--- src/hdl/evd_pkg.sv ---
// Shared types, constants and helper functions for the EBML variable-length
// integer decoder. Used by evd_finish and ebml_vint_decoder; depends on nothing.
`default_nettype none

package evd_pkg;

   // Longest integer accepted for the size kinds and for element IDs.
   localparam int unsigned MaxSizeBytes = 8;
   localparam int unsigned MaxIdBytes   = 4;

   // Kind codes as they arrive on the input channel.
   localparam logic [1:0] KIND_SIZE     = 2'd0;
   localparam logic [1:0] KIND_SIGNED   = 2'd1;
   localparam logic [1:0] KIND_ID       = 2'd2;
   localparam logic [1:0] KIND_RESERVED = 2'd3;

   localparam logic [63:0] ALL_ONES = 64'hFFFF_FFFF_FFFF_FFFF;

   // One input transaction.
   typedef struct packed {
      logic [7:0] data_byte;
      logic [1:0] kind;
   } req_payload_type;

   // One result transaction.
   typedef struct packed {
      logic [63:0] value;
      logic [3:0]  length;
      logic        is_unknown;
      logic        bad_lead;
   } rsp_payload_type;

   // A completed integer handed from the byte collector to the finishing logic.
   typedef struct packed {
      logic [63:0] raw;
      logic [3:0]  len;
      logic [1:0]  kind;
      logic        bad;
   } fin_job_type;

   // Length coded by a first byte: leading zeros plus one, 9 when there is no marker.
   function automatic logic [3:0] lead_len(input logic [7:0] b);
      logic [3:0] len;
      begin
         priority if (b[7]) len = 4'd1;
         else if (b[6])     len = 4'd2;
         else if (b[5])     len = 4'd3;
         else if (b[4])     len = 4'd4;
         else if (b[3])     len = 4'd5;
         else if (b[2])     len = 4'd6;
         else if (b[1])     len = 4'd7;
         else if (b[0])     len = 4'd8;
         else               len = 4'd9;
         return len;
      end
   endfunction

   // Payload mask of 7 bits per byte; lengths outside 1 to 8 count as one byte.
   function automatic logic [63:0] payload_mask(input logic [3:0] len);
      logic [63:0] mask;
      begin
         unique case (len)
            4'd2:    mask = 64'h0000_0000_0000_3FFF;
            4'd3:    mask = 64'h0000_0000_001F_FFFF;
            4'd4:    mask = 64'h0000_0000_0FFF_FFFF;
            4'd5:    mask = 64'h0000_0007_FFFF_FFFF;
            4'd6:    mask = 64'h0000_03FF_FFFF_FFFF;
            4'd7:    mask = 64'h0001_FFFF_FFFF_FFFF;
            4'd8:    mask = 64'h00FF_FFFF_FFFF_FFFF;
            default: mask = 64'h0000_0000_0000_007F;
         endcase
         return mask;
      end
   endfunction

endpackage

`default_nettype wire

--- src/hdl/ebml_vint_decoder.sv ---
// Top level of the EBML variable-length integer decoder.
// Depends on evd_pkg and evd_finish.
`default_nettype none

// The decoder takes one stream byte per cycle and keeps taking bytes while a
// result waits on the output, as long as the job stage is empty. The first byte
// of an integer sets its length from the position of the marker bit and samples
// the kind; the byte that completes the integer yields one result transaction,
// held first in the job register after the byte collector, then in the result
// register after the finishing logic (a 64-bit subtract and compare). A first
// byte without a marker inside the allowed length yields an error result
// through the same registers, and the decoder stays ready for a new integer.
// Only backpressure on the result channel slows the input, and a byte is
// taken whenever the job stage can move.
module ebml_vint_decoder (
   input  logic                      clock,
   input  logic                      reset,
   input  logic                      req_valid,
   output logic                      req_ready,
   input  evd_pkg::req_payload_type  req_payload,
   output logic                      rsp_valid,
   input  logic                      rsp_ready,
   output evd_pkg::rsp_payload_type  rsp_payload
);

   logic [2:0]  bytes_left_ff, bytes_left_in;
   logic [3:0]  total_len_ff, total_len_in;
   logic [1:0]  cur_kind_ff, cur_kind_in;
   logic [63:0] acc_ff, acc_in;

   logic                     job_valid_ff, job_valid_in;
   evd_pkg::fin_job_type     job_ff, job_in;
   logic                     job_load;

   logic                     rsp_valid_ff, rsp_valid_in;
   evd_pkg::rsp_payload_type rsp_data_ff;
   evd_pkg::rsp_payload_type fin_rsp;

   logic        rsp_open;
   logic        job_open;
   logic        req_fire;
   logic [1:0]  kind_norm;
   logic [3:0]  first_len;
   logic [3:0]  max_len;
   logic [63:0] shifted;

   // Handshake: each stage moves when the one after it is empty or drains.
   assign rsp_open  = !rsp_valid_ff || rsp_ready;
   assign job_open  = !job_valid_ff || rsp_open;
   assign req_ready = job_open;
   assign req_fire  = req_valid && req_ready;

   // First-byte decode and continuation shift.
   assign kind_norm = (req_payload.kind == evd_pkg::KIND_RESERVED) ?
                      evd_pkg::KIND_SIZE : req_payload.kind;
   assign first_len = evd_pkg::lead_len(req_payload.data_byte);
   assign max_len   = (kind_norm == evd_pkg::KIND_ID) ?
                      4'(evd_pkg::MaxIdBytes) : 4'(evd_pkg::MaxSizeBytes);
   assign shifted   = {acc_ff[55:0], req_payload.data_byte};

   // Byte collector: next state and the job for a completed integer.
   always_comb begin
      bytes_left_in = bytes_left_ff;
      total_len_in  = total_len_ff;
      cur_kind_in   = cur_kind_ff;
      acc_in        = acc_ff;
      job_load      = 1'b0;
      job_in        = job_ff;
      if (req_fire) begin
         if (bytes_left_ff == 3'd0) begin
            if (first_len > max_len) begin
               job_load    = 1'b1;
               job_in.raw  = 64'd0;
               job_in.len  = 4'd0;
               job_in.kind = kind_norm;
               job_in.bad  = 1'b1;
            end else begin
               cur_kind_in  = kind_norm;
               total_len_in = first_len;
               acc_in       = {56'd0, req_payload.data_byte};
               if (first_len == 4'd1) begin
                  job_load    = 1'b1;
                  job_in.raw  = {56'd0, req_payload.data_byte};
                  job_in.len  = first_len;
                  job_in.kind = kind_norm;
                  job_in.bad  = 1'b0;
               end else begin
                  bytes_left_in = 3'(first_len - 4'd1);
               end
            end
         end else begin
            acc_in        = shifted;
            bytes_left_in = bytes_left_ff - 3'd1;
            if (bytes_left_ff == 3'd1) begin
               job_load    = 1'b1;
               job_in.raw  = shifted;
               job_in.len  = total_len_ff;
               job_in.kind = cur_kind_ff;
               job_in.bad  = 1'b0;
            end
         end
      end
   end

   // Valid bits of the job and result stages.
   assign job_valid_in = job_open ? job_load : job_valid_ff;
   assign rsp_valid_in = rsp_open ? job_valid_ff : rsp_valid_ff;

   evd_finish u_finish (
      .job (job_ff),
      .rsp (fin_rsp)
   );

   // Control registers.
   always_ff @(posedge clock) begin
      if (reset) begin
         bytes_left_ff <= 3'd0;
         total_len_ff  <= 4'd0;
         cur_kind_ff   <= evd_pkg::KIND_SIZE;
         job_valid_ff  <= 1'b0;
         rsp_valid_ff  <= 1'b0;
      end else begin
         bytes_left_ff <= bytes_left_in;
         total_len_ff  <= total_len_in;
         cur_kind_ff   <= cur_kind_in;
         job_valid_ff  <= job_valid_in;
         rsp_valid_ff  <= rsp_valid_in;
      end
   end

   // Payload registers.
   always_ff @(posedge clock) begin
      acc_ff <= acc_in;
      if (job_open && job_load) begin
         job_ff <= job_in;
      end
      if (rsp_open && job_valid_ff) begin
         rsp_data_ff <= fin_rsp;
      end
   end

   assign rsp_valid   = rsp_valid_ff;
   assign rsp_payload = rsp_data_ff;

   // While an integer is open, fewer bytes remain than its total length.
   a_bytes_left_bound : assert property (@(posedge clock) disable iff (reset)
      (bytes_left_ff != 3'd0) |-> ({1'b0, bytes_left_ff} < total_len_ff))
      else $error("bytes remaining not below integer length");

   // The byte that closes an integer always puts a job into the job stage.
   a_close_loads_job : assert property (@(posedge clock) disable iff (reset)
      (req_fire && bytes_left_ff == 3'd1) |=> job_valid_ff)
      else $error("completed integer did not reach the job stage");

   // An error result carries no length and no unknown flag.
   a_bad_result_form : assert property (@(posedge clock) disable iff (reset)
      (rsp_valid_ff && rsp_data_ff.bad_lead) |->
      (rsp_data_ff.length == 4'd0 && !rsp_data_ff.is_unknown))
      else $error("error result with nonzero length or unknown flag");

endmodule

`default_nettype wire

--- src/hdl/evd_finish.sv ---
// Finishing logic of the EBML variable-length integer decoder: marker
// stripping, unknown-size detection and signed bias. Depends on evd_pkg.
`default_nettype none

module evd_finish (
   input  evd_pkg::fin_job_type     job,
   output evd_pkg::rsp_payload_type rsp
);

   logic [63:0] mask;
   logic [63:0] half;
   logic [63:0] payload;
   logic        all_set;
   logic [63:0] biased;

   // Payload bits and the half range for the coded length.
   assign mask    = evd_pkg::payload_mask(job.len);
   assign half    = {1'b0, mask[63:1]};
   assign payload = job.raw & mask;
   assign all_set = (payload == mask);
   assign biased  = payload - half;

   // Select the result by kind; all ones minus the half range is its inverse.
   always_comb begin
      rsp.value      = payload;
      rsp.length     = job.len;
      rsp.is_unknown = 1'b0;
      rsp.bad_lead   = 1'b0;
      if (job.bad) begin
         rsp.value    = (job.kind == evd_pkg::KIND_SIZE) ? evd_pkg::ALL_ONES : 64'd0;
         rsp.length   = 4'd0;
         rsp.bad_lead = 1'b1;
      end else if (job.kind == evd_pkg::KIND_ID) begin
         rsp.value = job.raw;
      end else if (job.kind == evd_pkg::KIND_SIGNED) begin
         rsp.value      = all_set ? ~half : biased;
         rsp.is_unknown = all_set;
      end else begin
         rsp.value      = all_set ? evd_pkg::ALL_ONES : payload;
         rsp.is_unknown = all_set;
      end
   end

endmodule

`default_nettype wire
--- config.mk ---
export PLATFORM = sky130hd
export DESIGN_NAME = ebml_vint_decoder
export DESIGN_NICKNAME = d
export VERILOG_FILES = /design/src/hdl/evd_pkg.sv /design/src/hdl/ebml_vint_decoder.sv /design/src/hdl/evd_finish.sv
export SDC_FILE = /design/constraint.sdc
export NUM_CORES = 1
export LEC_CHECK = 0
export ABC_AREA = 1
export BUFFER_PORTS_ARGS = -buffer_cell sky130_fd_sc_hd__buf_2
export CELL_PAD_IN_SITES_DETAIL_PLACEMENT = 1
export CELL_PAD_IN_SITES_GLOBAL_PLACEMENT = 1
export CORE_MARGIN = 2
export CORE_UTILIZATION = 45
export DETAILED_ROUTE_END_ITERATION = 16
export GPL_TIMING_DRIVEN = 0
export HOLD_SLACK_MARGIN = 0.1
export MAX_ROUTING_LAYER = met4
export PLACE_DENSITY_LB_ADDON = 0.1
export SLEW_MARGIN = 20
export SYNTH_ARGS = -nofsm -noshare
export SYNTH_HDL_FRONTEND = slang
export SYNTH_SLANG_ARGS = --single-unit
export TNS_END_PERCENT = 100
--- constraint.sdc ---
create_clock -name clock -period 5.19 [get_ports clock]
set_clock_uncertainty 0.05 [all_clocks]
set_input_delay 0.519 -clock clock [delete_from_list [all_inputs] [get_ports clock]]
set_output_delay 0.519 -clock clock [all_outputs]
set_load 0.01 [all_outputs]
==> summary.md <==
| Metric | Value |
|---|---|
| Outcome | `completed` |
| WS Path Type | `flip-flop to flip-flop` |
| Post-CTS setup buffers | `0` |
| Leakage | `7.26 nW` |
| Placer Congestion | `roughly 0.97` |
| Mean Syn Cell Area | `7.39 µm²` |
| Async SR Flop Fraction | `0` |
| Syn nets | `1775` |
| Post-Syn Area | `about 0.013 mm²` |
| Worst-Margin Slew | `1.05 ns` |
| GR peak layer | `met2` |
| Worst EP required | `5.36 ns` |
| Pwr/cell area | `380 mW/mm²` |
| Non-filler cells, final | `2252` |
| Maximum VDD drop | `0.365 mV` |
| Nets | `1888` |
| Total track usage | `0.342` |
| Grt ovf | `0` |
| Arrival @ worst endpoint | `4.74 ns` |
| Reg area | `0.00614 mm²` |
| Die area | `0.0300 mm²` |
| I/O pins | `86` |
| Relative slew margins | `0.297` |
| TritonRoute pass-1 iters | `5` |
| Gates resized, CTS repair | `0` |
| F_max | `roughly 220 MHz` |
| Clock slew at reported path FFs | `~0.060 ns` |
| Synth Instances | `1746` |
| Clk root buf | `clkbuf_16` |
| Min-Delay Path Class | `input port to flip-flop` |
| Share of cells above drive strength 1 | `0.0993` |
| Number of port buffers | `84` |
| Tcrit/Tclk final | `0.881` |
| TritonCTS Buffers | `23` |
| Unrepaired setup endpoints after global routing | `no` |
| Final Max Tran Viols | `0` |
| Met2 GRT Util | `0.561` |
| Antenna diode count | `0` |
| Max clock buf depth | `3` |
| Vias in the first global route | `12700` |
| Via count | `12400` |
| Maximum level of the CTS H-tree | `1` |
| Register area share after synthesis | `0.476` |
| Antenna violations before repair | `1` |
| Hpwl dp | `39600 µm` |
| Initial Util | `0.460` |
| Seq cells post-synth | `208` |
| WL per Instance | `22.1 µm` |
| Multi-input logic area | `between 0.005 and 0.006 mm²` |
| Crit path max fanout | `10` |
| Final worst slack | `0.619 ns` |
| Final min period | `4.57 ns` |
| Worst Setup Start Kind | `flip-flop` |
| CTS Hold Bufs | `0` |
| Post-synth top area cell | `edfxtp_1` |
| Final setup fails | `0` |
| Hold Vio Cnt, Final | `0` |
| Vias per cell | `5.51` |
| Ys Warns | `0` |
| Post-synth EDFFs | `197` |
| Core Region | `0.0280 mm²` |
| Area contributors post-synth | `edfxtp_1 46%, nand2_1 15%, inv_1 8.7%` |
| CTS tree | `yes` |
| Max-Cap Viols | `0` |
| DP Worst Slack | `0.788 ns` |
| Placed Instances | `roughly 2200` |
| Fillers | `3641` |
| Final hold slack | `roughly 0.18 ns` |
| Met3 GRT Util | `0.0311` |
| Post-route DRC | `0` |
| Row cnt | `~60` |
| First-pass GRT wire length | `75200 µm` |
| Layout overhead on the synthesized area | `12.9%` |
| CP endpoint kind | `flip-flop` |
| Antenna-violating nets left | `0` |
| Post-synth top area share | `0.459` |
| Die Ht | `173 µm` |
| Grt met1 use | `0.447` |
| 1st-iter DRT viols | `984` |
| Die Wd | `173 µm` |
| Largest net degree at the start of global routing | `59` |
| Netlist cell types | `between 40 and 50` |
| Top FF cell, synth | `edfxtp_1` |
| Later-pin clock latency in the skew report | `0.52 ns` |
| Routed Wire Length | `49900 µm` |
| Clk sink count | `208` |
[power breakdown]
part	leakage, nW	switching (W)	internal (W)	total [W]
sequential	1.97	0.000101	0.00213	0.00223
clock	0.325	0.000680	0.000812	0.00149
combinational	4.97	0.00135	0.000471	0.00182
[sequential cells by signal (all words and copies together) (netlist names)]
signal and flops:
bytes_left_ff 3, job_valid_ff 1, rsp_payload 70, acc_ff 56, rsp_valid 1, job_ff 71
total_len_ff 4, cur_kind_ff 2
[metal layers]
layer  wire [µm]  part of all wire  up-vias
li1            -                 -     5797
met1       21600              0.43     6069
met2       23500              0.47      435
met3        2930             0.059      100
met4        1840             0.037        0
met5           0                 0        -
[worst max-delay path, cell delays in order (launching register included)]
cell	delay, ns
edfxtp_1	0.44
nor2_1	0.25
nand2_4	0.11
buf_8	0.17
nand2_4	0.09
buf_6	0.15
clkinv_1	0.25
ha_1	0.49
nand3_1	0.11
nand2_1	0.24
nand2_2	0.22
nor2_2	0.34
nand2_1	0.15
nand2_2	0.15
nand3_1	0.17
nand3_1	0.13
nand2_1	0.13
nand2_1	0.21
nand3_1	0.10
nor2_1	0.20
o21ai_1	0.11
[cell type report]
| cell class | count | area share |
|---|---|---|
| sequential | 208 | 0.421 |
| multi-input combinational | 1171 | 0.365 |
| inverter | 315 | 0.0816 |
| clock buffer | 26 | 0.0403 |
| timing repair buffer | 88 | 0.0354 |
| tap | 378 | 0.0325 |
| buffer | 52 | 0.0191 |
| clock inverter | 14 | 0.00524 |
[cells in the mapped netlist (2+ instances only)]
cell and number:
buf_1 3, nand2_1 529, a21oi_2 2, xor2_1 8
buf_4 3, ha_1 15, o21ai_1 29, nand3_1 130
inv_1 300, nor2_2 9, or2_2 3, edfxtp_1 197
o21ai_0 130, buf_2 6, o31ai_1 2, o21ai_2 5
a31oi_1 5, nand2_2 12, a211oi_1 4, clkinv_1 6
a21oi_1 41, o21bai_1 3, and2_1 2, and3_1 4
buf_6 7, dfxtp_1 11, nand2_4 3, nand4_1 18
nor3_1 7, inv_2 8, nand3b_1 9, nor2_1 192
clkbuf_1 32
[metrics by stage]
stage          utilization  area (µm²)  TNS (ns)  total power [W]
3_3_place_gp         0.492       13800    -95.86          0.00395
5_1_grt              0.520       14600         0          0.00581
3_5_place_dp         0.496       13900         0          0.00403
4_1_cts              0.520       14600         0          0.00551
2_1_floorplan            -       12900         0          0.00337
6_report             0.520       14600         0          0.00554
[placed cells by master (no fill, tap or decap), types with 3 or more instances in the layout]
cell	instances
nand2_1	529
inv_1	298
edfxtp_1	197
nor2_1	192
o21ai_0	130
nand3_1	130
buf_2	90
a21oi_1	40
clkbuf_1	35
o21ai_1	29
clkbuf_16	23
nand4_1	18
ha_1	15
clkinv_1	12
nand2_2	12
dfxtp_1	11
nor2_2	9
nand3b_1	9
inv_2	8
xor2_1	8
buf_6	7
nor3_1	7
o21ai_2	5
a31oi_1	5
clkinv_2	5
and3_1	4
a211oi_1	4
nand2_4	3
buf_4	3
buf_1	3
o21bai_1	3
or2_2	3
[final timing paths]
kind	from	depth (start not counted)	slack (ns)	endpoint
hold reg to reg	total_len_ff[3]	2	0.42	total_len_ff[3]
setup reg to reg	job_ff[4]	20	0.62	rsp_payload[61]
setup / recovery	job_ff[4]	20	0.62	rsp_payload[61]
hold / removal	req_payload[2]	1	0.18	acc_ff[0]
[logic make-up after synthesis]
family | synth area share
AOI/OAI and AO/OA | 0.0922
xor gates and xnor gates | 0.00611
adders and majority gates | 0.0146
buffers and inverters | 0.113
DFF | 0.476
and+or+nand+nor | 0.298
Power figures use the tool's default switching activity.
